File: src/hw/rtl/assert_macros.svh
// assertion macros used by virtual_timer_multiplexer_unit.sv
`ifndef ASSERT_MACROS_SVH
`define ASSERT_MACROS_SVH

// expression must never be true outside reset
`define ASSERT_NEVER(label, clk, rst_n, expr) \
	label: assert property (@(posedge clk) disable iff (!rst_n) !(expr)) \
		else $error("assertion failed: forbidden condition seen");

// antecedent implies consequent in the same cycle
`define ASSERT_IMPLIES(label, clk, rst_n, ante, cons) \
	label: assert property (@(posedge clk) disable iff (!rst_n) (ante) |-> (cons)) \
		else $error("assertion failed: implication violated");

`endif

File: src/hw/rtl/vtm_pkg.sv
// types and constants of the virtual timer multiplexer
package vtm_pkg;

	localparam int SLOTS  = 16;
	localparam int SLOT_W = $clog2(SLOTS);
	localparam int TIME_W = 32;
	localparam int LATE_W = TIME_W - 1;
	localparam int CMD_W  = 2;
	localparam int ID_W   = 4;
	localparam int KIND_W = 3;
	localparam int CNT_W  = SLOT_W + 1;
	localparam int RAM_W  = 2 * TIME_W;

	localparam logic [CMD_W-1:0] CMD_TICK   = 2'd0;
	localparam logic [CMD_W-1:0] CMD_START  = 2'd1;
	localparam logic [CMD_W-1:0] CMD_CANCEL = 2'd2;

	typedef enum logic [KIND_W-1:0] {
		KIND_STARTED   = 3'd0,
		KIND_FULL      = 3'd1,
		KIND_CANCELLED = 3'd2,
		KIND_IGNORED   = 3'd3,
		KIND_FIRED     = 3'd4
	} kind_t;

	typedef enum logic [1:0] {
		ST_IDLE,
		ST_SCAN,
		ST_DRAIN
	} state_t;

endpackage

File: src/hw/rtl/vtm_if.sv
// request and result channel interfaces of the virtual timer multiplexer
interface vtm_req_if;
	logic                        valid;
	logic                        ready;
	logic [vtm_pkg::CMD_W-1:0]   cmd;
	logic [vtm_pkg::TIME_W-1:0]  duration;
	logic                        repeat_req;
	logic [vtm_pkg::ID_W-1:0]    slot_sel;

	modport source (output valid, cmd, duration, repeat_req, slot_sel, input ready);
	modport sink (input valid, cmd, duration, repeat_req, slot_sel, output ready);
endinterface

interface vtm_rsp_if;
	logic                        valid;
	logic                        ready;
	logic [vtm_pkg::KIND_W-1:0]  kind;
	logic [vtm_pkg::ID_W-1:0]    slot_id;
	logic                        last;

	modport source (output valid, kind, slot_id, last, input ready);
	modport sink (input valid, kind, slot_id, last, output ready);
endinterface

File: src/hw/rtl/vtm_ram.sv
// generic simple dual-port ram with registered read
module vtm_ram #(
	parameter int WIDTH = 8,
	parameter int DEPTH = 16
) (
	input  logic                     clk,
	input  logic                     we,
	input  logic [$clog2(DEPTH)-1:0] waddr,
	input  logic [WIDTH-1:0]         wdata,
	input  logic [$clog2(DEPTH)-1:0] raddr,
	output logic [WIDTH-1:0]         rdata
);

	logic [WIDTH-1:0] mem [DEPTH];

	always_ff @(posedge clk) begin
		if (we) begin
			mem[waddr] <= wdata;
		end
		rdata <= mem[raddr];
	end

endmodule

File: src/hw/rtl/virtual_timer_multiplexer_unit.sv
// Virtual timer multiplexer: SLOTS software timers share one 32-bit tick counter.
// Channel req carries one command per transaction (tick, start, cancel); channel
// rsp returns the results, last marks the final result of a command.
// Start and cancel are answered from the rsp register in the cycle after
// acceptance. Start picks the lowest free slot.
// A tick sweeps the expiry/period ram one slot per cycle; during the scan,
// due slots are reloaded or freed and sorted into an insertion queue (most
// overdue first, lower slot on ties); then the fired results are returned
// from the queue head in order and the unit returns to idle. A tick with
// nothing due gives no result. The sweep over the single ram read port sets
// the tick time.
// req.ready is high only when idle and the rsp register is free or draining.
// A stalled rsp holds its transaction and the queue waits; nothing is dropped.
// Reset (arst_n low) clears the time counter and frees all slots at once;
// the ram needs no clearing since an entry is used only while its slot is busy.
module virtual_timer_multiplexer_unit (
	input  logic      clk,
	input  logic      arst_n,
	vtm_req_if.sink   req,
	vtm_rsp_if.source rsp
);

	import vtm_pkg::*;

	state_t state_q, state_n;

	logic [TIME_W-1:0] now_q;
	logic [SLOTS-1:0]  busy_q;
	logic [SLOTS-1:0]  periodic_q;
	logic [CNT_W-1:0]  issue_cnt_q;
	logic              rd_vld_s1;
	logic [SLOT_W-1:0] rd_idx_s1;

	// sorted queue of fired slots
	logic [SLOTS-1:0]  q_vld_q;
	logic [LATE_W-1:0] q_late_q [SLOTS];
	logic [SLOT_W-1:0] q_slot_q [SLOTS];

	logic              out_vld_q;
	logic [KIND_W-1:0] out_kind_q;
	logic [ID_W-1:0]   out_slot_q;
	logic              out_last_q;

	logic              out_free;
	logic              accept;
	logic              issue;
	logic              ram_we;
	logic [SLOT_W-1:0] ram_waddr;
	logic [RAM_W-1:0]  ram_wdata;
	logic [SLOT_W-1:0] ram_raddr;
	logic [RAM_W-1:0]  ram_rdata;

	logic [TIME_W-1:0] rd_exp;
	logic [TIME_W-1:0] rd_per;
	logic [TIME_W-1:0] late_full;
	logic              fire;
	logic              pop;

	logic              free_found;
	logic [SLOT_W-1:0] free_idx;
	logic              cancel_hit;

	vtm_ram #(
		.WIDTH (RAM_W),
		.DEPTH (SLOTS)
	) u_ram (
		.clk   (clk),
		.we    (ram_we),
		.waddr (ram_waddr),
		.wdata (ram_wdata),
		.raddr (ram_raddr),
		.rdata (ram_rdata)
	);

	assign out_free  = !out_vld_q || rsp.ready;
	assign req.ready = (state_q == ST_IDLE) && out_free;
	assign accept    = req.valid && req.ready;

	assign rsp.valid   = out_vld_q;
	assign rsp.kind    = out_kind_q;
	assign rsp.slot_id = out_slot_q;
	assign rsp.last    = out_last_q;

	// lowest free slot
	always_comb begin
		free_found = 1'b0;
		free_idx   = '0;
		for (int i = 0; i < SLOTS; i++) begin
			if (!busy_q[i] && !free_found) begin
				free_found = 1'b1;
				free_idx   = SLOT_W'(i);
			end
		end
	end

	assign cancel_hit = (int'(req.slot_sel) < SLOTS) && busy_q[SLOT_W'(req.slot_sel)];

	// scan stage: read data of slot rd_idx_s1 arrives this cycle
	assign rd_exp    = ram_rdata[TIME_W-1:0];
	assign rd_per    = ram_rdata[RAM_W-1:TIME_W];
	assign late_full = now_q - rd_exp;
	assign fire      = rd_vld_s1 && busy_q[rd_idx_s1] && !late_full[TIME_W-1];

	assign issue     = (state_q == ST_SCAN) && (issue_cnt_q < CNT_W'(SLOTS));
	assign ram_raddr = issue_cnt_q[SLOT_W-1:0];
	assign pop       = (state_q == ST_DRAIN) && q_vld_q[0] && out_free;

	// the write to slot k lands while slot k+1 is read, so no same-entry overlap
	always_comb begin
		ram_we    = 1'b0;
		ram_waddr = rd_idx_s1;
		ram_wdata = {rd_per, rd_exp + rd_per};
		if (accept && req.cmd == CMD_START && free_found) begin
			ram_we    = 1'b1;
			ram_waddr = free_idx;
			ram_wdata = {req.duration, now_q + req.duration};
		end else if (fire && periodic_q[rd_idx_s1]) begin
			ram_we = 1'b1;
		end
	end

	always_comb begin
		state_n = state_q;
		unique case (state_q)
			ST_IDLE: begin
				if (accept && req.cmd == CMD_TICK) begin
					state_n = ST_SCAN;
				end
			end
			ST_SCAN: begin
				if (issue_cnt_q == CNT_W'(SLOTS)) begin
					state_n = ST_DRAIN;
				end
			end
			ST_DRAIN: begin
				if (!q_vld_q[0]) begin
					state_n = ST_IDLE;
				end
			end
			default: state_n = ST_IDLE;
		endcase
	end

	always_ff @(posedge clk or negedge arst_n) begin
		if (!arst_n) begin
			state_q <= ST_IDLE;
		end else begin
			state_q <= state_n;
		end
	end

	always_ff @(posedge clk or negedge arst_n) begin
		if (!arst_n) begin
			now_q       <= '0;
			busy_q      <= '0;
			periodic_q  <= '0;
			issue_cnt_q <= '0;
			rd_vld_s1   <= 1'b0;
		end else begin
			rd_vld_s1 <= issue;
			if (issue) begin
				issue_cnt_q <= issue_cnt_q + CNT_W'(1);
			end else if (state_q != ST_SCAN) begin
				issue_cnt_q <= '0;
			end
			if (fire && !periodic_q[rd_idx_s1]) begin
				busy_q[rd_idx_s1] <= 1'b0;
			end
			if (accept) begin
				unique case (req.cmd)
					CMD_TICK: now_q <= now_q + TIME_W'(1);
					CMD_START: begin
						if (free_found) begin
							busy_q[free_idx]     <= 1'b1;
							periodic_q[free_idx] <= req.repeat_req;
						end
					end
					CMD_CANCEL: begin
						if (cancel_hit) begin
							busy_q[SLOT_W'(req.slot_sel)]     <= 1'b0;
							periodic_q[SLOT_W'(req.slot_sel)] <= 1'b0;
						end
					end
					default: ;
				endcase
			end
		end
	end

	always_ff @(posedge clk) begin
		rd_idx_s1 <= ram_raddr;
	end

	// insertion queue: cell i takes the new entry at the first place whose late
	// is smaller (or empty); cells behind it shift down, equal lates stay ahead
	logic [SLOTS-1:0]  gt;
	logic [SLOTS-1:0]  gt_dn;
	logic [SLOTS-1:0]  vld_dn;
	logic [SLOTS-1:0]  vld_up;
	logic [LATE_W-1:0] late_dn [SLOTS];
	logic [LATE_W-1:0] late_up [SLOTS];
	logic [SLOT_W-1:0] slot_dn [SLOTS];
	logic [SLOT_W-1:0] slot_up [SLOTS];
	logic [SLOTS-1:0]  q_vld_n;
	logic [LATE_W-1:0] q_late_n [SLOTS];
	logic [SLOT_W-1:0] q_slot_n [SLOTS];

	always_comb begin
		for (int i = 0; i < SLOTS; i++) begin
			gt[i]      = !q_vld_q[i] || (q_late_q[i] < late_full[LATE_W-1:0]);
			gt_dn[i]   = 1'b0;
			vld_dn[i]  = 1'b0;
			late_dn[i] = '0;
			slot_dn[i] = '0;
			vld_up[i]  = 1'b0;
			late_up[i] = '0;
			slot_up[i] = '0;
		end
		for (int i = 1; i < SLOTS; i++) begin
			gt_dn[i]   = gt[i-1];
			vld_dn[i]  = q_vld_q[i-1];
			late_dn[i] = q_late_q[i-1];
			slot_dn[i] = q_slot_q[i-1];
		end
		for (int i = 0; i < SLOTS - 1; i++) begin
			vld_up[i]  = q_vld_q[i+1];
			late_up[i] = q_late_q[i+1];
			slot_up[i] = q_slot_q[i+1];
		end
		for (int i = 0; i < SLOTS; i++) begin
			q_vld_n[i]  = q_vld_q[i];
			q_late_n[i] = q_late_q[i];
			q_slot_n[i] = q_slot_q[i];
			if (fire) begin
				if (gt_dn[i]) begin
					q_vld_n[i]  = vld_dn[i];
					q_late_n[i] = late_dn[i];
					q_slot_n[i] = slot_dn[i];
				end else if (gt[i]) begin
					q_vld_n[i]  = 1'b1;
					q_late_n[i] = late_full[LATE_W-1:0];
					q_slot_n[i] = rd_idx_s1;
				end
			end else if (pop) begin
				q_vld_n[i]  = vld_up[i];
				q_late_n[i] = late_up[i];
				q_slot_n[i] = slot_up[i];
			end
		end
	end

	always_ff @(posedge clk or negedge arst_n) begin
		if (!arst_n) begin
			q_vld_q <= '0;
		end else begin
			q_vld_q <= q_vld_n;
		end
	end

	always_ff @(posedge clk) begin
		q_late_q <= q_late_n;
		q_slot_q <= q_slot_n;
	end

	// result register
	always_ff @(posedge clk or negedge arst_n) begin
		if (!arst_n) begin
			out_vld_q <= 1'b0;
		end else if (out_free) begin
			out_vld_q <= pop || (accept && (req.cmd == CMD_START || req.cmd == CMD_CANCEL));
		end
	end

	always_ff @(posedge clk) begin
		if (pop) begin
			out_kind_q <= KIND_FIRED;
			out_slot_q <= ID_W'(q_slot_q[0]);
			out_last_q <= !q_vld_q[1];
		end else if (accept && req.cmd == CMD_START) begin
			out_kind_q <= free_found ? KIND_STARTED : KIND_FULL;
			out_slot_q <= free_found ? ID_W'(free_idx) : '0;
			out_last_q <= 1'b1;
		end else if (accept && req.cmd == CMD_CANCEL) begin
			out_kind_q <= cancel_hit ? KIND_CANCELLED : KIND_IGNORED;
			out_slot_q <= req.slot_sel;
			out_last_q <= 1'b1;
		end
	end

`include "assert_macros.svh"

	// queue entries are packed from the head
	`ASSERT_NEVER(a_queue_packed, clk, arst_n, (q_vld_q & (q_vld_q + SLOTS'(1))) != '0)
	// head is never less overdue than its successor
	`ASSERT_IMPLIES(a_queue_sorted, clk, arst_n, q_vld_q[1], q_late_q[0] >= q_late_q[1])
	// a non-final result always has a follower waiting in the queue
	`ASSERT_IMPLIES(a_more_follows, clk, arst_n, out_vld_q && !out_last_q,
		q_vld_q[0] && state_q == ST_DRAIN)
	// a reload during the scan only touches a busy slot
	`ASSERT_IMPLIES(a_reload_busy, clk, arst_n, ram_we && state_q == ST_SCAN,
		busy_q[ram_waddr] && periodic_q[ram_waddr])

endmodule
File: src/flat_wrapper.sv
// flat-port wrapper written by rule: the top's interface ports become plain ports
module virtual_timer_multiplexer_unit_flat import vtm_pkg::*;
  (clk, arst_n, req_valid, req_cmd, req_duration, req_repeat_req, req_slot_sel, req_ready, rsp_valid, rsp_kind, rsp_slot_id, rsp_last, rsp_ready);
  vtm_req_if req_i ();
  vtm_rsp_if rsp_i ();
  input  logic clk;
  input  logic arst_n;
  input wire logic [$bits(req_i.valid)-1:0] req_valid;
  input wire logic [$bits(req_i.cmd)-1:0] req_cmd;
  input wire logic [$bits(req_i.duration)-1:0] req_duration;
  input wire logic [$bits(req_i.repeat_req)-1:0] req_repeat_req;
  input wire logic [$bits(req_i.slot_sel)-1:0] req_slot_sel;
  output wire logic [$bits(req_i.ready)-1:0] req_ready;
  output wire logic [$bits(rsp_i.valid)-1:0] rsp_valid;
  output wire logic [$bits(rsp_i.kind)-1:0] rsp_kind;
  output wire logic [$bits(rsp_i.slot_id)-1:0] rsp_slot_id;
  output wire logic [$bits(rsp_i.last)-1:0] rsp_last;
  input wire logic [$bits(rsp_i.ready)-1:0] rsp_ready;
  assign req_i.valid = req_valid;
  assign req_i.cmd = req_cmd;
  assign req_i.duration = req_duration;
  assign req_i.repeat_req = req_repeat_req;
  assign req_i.slot_sel = req_slot_sel;
  assign req_ready = req_i.ready;
  assign rsp_valid = rsp_i.valid;
  assign rsp_kind = rsp_i.kind;
  assign rsp_slot_id = rsp_i.slot_id;
  assign rsp_last = rsp_i.last;
  assign rsp_i.ready = rsp_ready;
  virtual_timer_multiplexer_unit u_core (.clk(clk), .arst_n(arst_n), .req(req_i), .rsp(rsp_i));
endmodule
File: config.mk
export PLATFORM = sky130hd
export DESIGN_NAME = virtual_timer_multiplexer_unit_flat
export DESIGN_NICKNAME = d
export VERILOG_FILES = /design/src/hw/rtl/vtm_pkg.sv /design/src/hw/rtl/vtm_if.sv /design/src/hw/rtl/vtm_ram.sv /design/src/hw/rtl/virtual_timer_multiplexer_unit.sv /design/src/flat_wrapper.sv
export VERILOG_INCLUDE_DIRS = /design/src /design/src/hw/rtl
export SDC_FILE = /design/constraint.sdc
export NUM_CORES = 2
export LEC_CHECK = 0
export BUFFER_PORTS_ARGS = -buffer_cell sky130_fd_sc_hd__clkbuf_2
export CAP_MARGIN = 20
export CELL_PAD_IN_SITES_DETAIL_PLACEMENT = 0
export CELL_PAD_IN_SITES_GLOBAL_PLACEMENT = 1
export CORE_UTILIZATION = 45
export DETAILED_ROUTE_END_ITERATION = 16
export PLACE_DENSITY_LB_ADDON = 0.25
export SLEW_MARGIN = 10
export SYNTH_ARGS = -nofsm -noshare
export SYNTH_HDL_FRONTEND = slang
export SYNTH_SLANG_ARGS = --single-unit
File: constraint.sdc
create_clock -name clk -period 16.4 [get_ports clk]
set_input_delay 0.82 -clock clk [delete_from_list [all_inputs] [get_ports clk]]
set_output_delay 0.82 -clock clk [all_outputs]
set_load 0.1 [all_outputs]
==> flow_summary.json <==
{
  "fin_skew_ns": 0.04896,
  "rrSetupSlack_ns": 8.75,
  "root_buffer": "clkbuf_16",
  "nets": 7282,
  "max_cap_violations": 0,
  "tightestPinTransition_ns": 1.308,
  "avgSynthCellArea_um2": 13.41,
  "clock_path_buffers": 3,
  "switchingPower_mw": 7.456,
  "netlist_top_cells_area": "edfxtp_1 54%, mux4_2 8.5%, ha_1 8.0%",
  "vias": 56410,
  "rsz0062_at_grt": "no",
  "leakage_nw": 37.30,
  "slew_headroom_pct": 12.02,
  "hold_viol": 0,
  "critPathMaxStageDelay_ns": 0.53,
  "slew_violations": 0,
  "fin_setup_tns_ns": 0,
  "die_area_um2": 198300,
  "area_growth_pct": 11.45,
  "clock-sinks": 1749,
  "fmax_ghz": 0.1307,
  "rows": 162,
  "p_sw_share_pct": 38.35,
  "viasPerCell": 5.962,
  "fin_crit_ns": 7.649,
  "p_seq_share_pct": 35.3,
  "synth_common_cells": "1589 x edfxtp_1, 810 x nand2_1, 674 x o21ai_0, 563 x ha_1, 443 x mux2i_1",
  "gr-total-overflow": 0,
  "routed_wl_um": 241800,
  "clk_pin_slew_worst_paths_ns": 0.06,
  "end_kind": "flop",
  "cp-start-kind": "flop",
  "clk_latency_ns": 0.87,
  "cp_max_fo": 29,
  "crit_path_frequent_cell": "buf_4",
  "arrival_ns": 8.17,
  "crit_type": "flop to flop",
  "firstDrtPassIters": 7,
  "cts_setup_buffers": 0,
  "grt_usage_pct": 24.29,
  "cts_buffers": 184,
  "clkPwrFrac_pct": 21.6,
  "p_int_mw": 11.99,
  "remaining_drc_errors": 0,
  "yosys.area.top_type": "edfxtp_1",
  "synth_most_common_cell": "edfxtp_1",
  "synth.top_cell.area_share_pct": 53.96,
  "reg2regPathDepth": 25,
  "yosysSeqAreaShare_pct": 58.09,
  "grt_max_degree": 167,
  "slowest_stage": "o31ai_1",
  "fin_cells": 9461,
  "routedWlPerCell_um": 25.56,
  "yosysUniqueCellTypes": 82,
  "drtAntennaViolNets": 0,
  "syn_area_um2": 88430,
  "worstHoldPathType": "input port to flop",
  "syn_inst": 6596,
  "status": "finished, final reports clean",
  "placedCellCount": 9095,
  "setup_viol": 0,
  "cp_num_buf_inv": 7,
  "drive_gt1_share_pct": 13.68,
  "cts.htree.levels": 4,
  "io_pins": 53,
  "drtIter0Drc": 4739,
  "hpwl_um": 159300,
  "synth_nets": 7205,
  "vdd_drop_max_mv": 0.1132,
  "fill_cells": 16790,
  "floorplan.initialDensity_pct": 45.35,
  "grt_pass1_wl_um": 363600,
  "fp.dieW_um": 445.3,
  "async_flop_share_pct": 5.089,
  "crit_cells": 25,
  "synth-edff-count": 1589,
  "p_comb_share_pct": 43.1,
  "first_global_vias": 57300,
  "power_density_nw_per_um2": 197.3,
  "min_delay_path_depth": 3,
  "fp.dieH_um": 445.3,
  "worstPathRequired_ns": 16.92,
  "ys.flop_type": "edfxtp_1",
  "ys_ff_latch": 1749,
  "gp_congestion": 0.8649,
  "fin_crit_sh_pct": 46.64,
  "yosys_warnings": 0,
  "port_buffers": 52,
  "critical_path.top_delay_family": "compound AO/OA/AOI/OAI gates",
  "cts_tree": "done",
  "antenna_found_initial": 5,
  "core-area_um2": 195000
}
## timing repair
action                                 in CTS  in global routing
resized for setup                           0                  0
endpoints found under the hold margin      12                  0
hold buffers                                1                  0
setup endpoints to repair                   0                  0
## per-stage QoR
| step | cell area, µm² | total power, mW | utilization (%) | setup slack [ns] | hold WS, ns |
|---|---|---|---|---|---|
| finish | 98550 | 19.44 | 50.54 | 8.751 | 0.3179 |
| global route | 98550 | 20.57 | 50.54 | 8.266 | 0.2893 |
| CTS | 98360 | 19.48 | 50.44 | 8.796 | 0.2414 |
| detailed placement | 92270 | 15.26 | 47.32 | 8.852 | 0.4672 |
| global placement | 92230 | 15.08 | 47.30 | 8.410 | 0.4487 |
| floorplan | 88430 | 12.51 | - | 8.356 | 0.3454 |
## worst min-delay path: stages
cell and delay, ns:
clkbuf_2 0.08, nor2b_1 0.07, o21bai_1 0.16
## routing by layer
layer / vias up / GRT usage, % / part of all wire, %
li1: 25750 / - / -
met1: 28670 / 33.12 / 43
met2: 1602 / 40.87 / 49
met3: 389 / 2.977 / 4.9
met4: 0 / 6.791 / 2.5
met5: - / 0 / 0
## path summary, 6_finish.rpt
kind                                                 start                                end
setup reg to reg               u_core.now_q[1]$_DFFE_PN0P_      u_core.late_dn[408]$_DFFE_PP_
min in group asynchronous                           arst_n       u_core.rsp.valid$_DFFE_PN0N_
hold / removal                                   rsp_ready       u_core.rsp.valid$_DFFE_PN0N_
hold reg to reg            u_core.rsp.kind[2]$_SDFFE_PP1P_    u_core.rsp.kind[2]$_SDFFE_PP1P_
setup / recovery               u_core.now_q[1]$_DFFE_PN0P_      u_core.late_dn[408]$_DFFE_PP_
max in group asynchronous                           arst_n  u_core.issue_cnt_q[1]$_DFFE_PN0P_
## cell type report
| class | instances | area, µm² | area share [%] |
|---|---|---|---|
| Antenna cell | 2 | 5.005 | 0.005078 |
| Inverter | 122 | 457.9 | 0.4647 |
| Multi-Input combinational cell | 4376 | 35550 | 36.07 |
| Timing Repair Buffer | 240 | 1805 | 1.832 |
| Tap cell | 2624 | 3283 | 3.331 |
| Clock buffer | 236 | 4940 | 5.012 |
| Clock inverter | 112 | 1134 | 1.150 |
| Sequential cell | 1749 | 51380 | 52.13 |
## state kept, by name, indices dropped and copies added, names as in the netlist, 16 cells and up
signal	flops
u_core.periodic_q	16
u_core.busy_q	16
u_core.q_slot_q	64
u_core.u_ram.rdata	64
u_core.u_ram.mem	1024
u_core.q_vld_q	16
u_core.late_dn	465
u_core.late_up	31
u_core.now_q	32
## cell families after synthesis
family,synth area share (%)
simple gates,7.130
mux,13.57
xor+xnor,1.231
fa+ha+maj,8.079
buf+inv,2.179
flops,58.09
compound gates,9.721
## layout by cell type, fill, tap and decap left out, types with 23 or more instances in the layout
| master | instances |
|---|---|
| clkinv_1 | 38 |
| dfxtp_1 | 71 |
| nor3_1 | 47 |
| nor2b_1 | 32 |
| a211oi_1 | 40 |
| nor2_1 | 261 |
| mux2i_1 | 443 |
| a21o_1 | 124 |
| o21a_1 | 38 |
| ha_1 | 563 |
| clkbuf_16 | 184 |
| nand4_1 | 68 |
| nand2_1 | 810 |
| and3_1 | 33 |
| a21oi_1 | 278 |
| edfxtp_1 | 1589 |
| inv_1 | 118 |
| xnor2_1 | 58 |
| a31oi_1 | 42 |
| mux4_2 | 335 |
| xor2_1 | 48 |
| buf_4 | 175 |
| clkinv_2 | 37 |
| o211ai_1 | 38 |
| clkbuf_2 | 52 |
| dfrtp_1 | 85 |
| nand2b_1 | 23 |
| o21ai_0 | 668 |
| clkbuf_1 | 38 |
| nand3_1 | 91 |
## power by group through the flow
stage | logic, mW | registers (mW) | clock network, mW
final | 8.39 | 6.86 | 4.20
after CTS | 8.34 | 6.87 | 4.27
after floorplan | 5.78 | 6.73 | 0
after detailed placement | 8.30 | 6.96 | 0
after global placement | 8.12 | 6.96 | 0
after global routing | 9.25 | 6.89 | 4.43
Note: power is estimated with default switching activity, not from simulation.
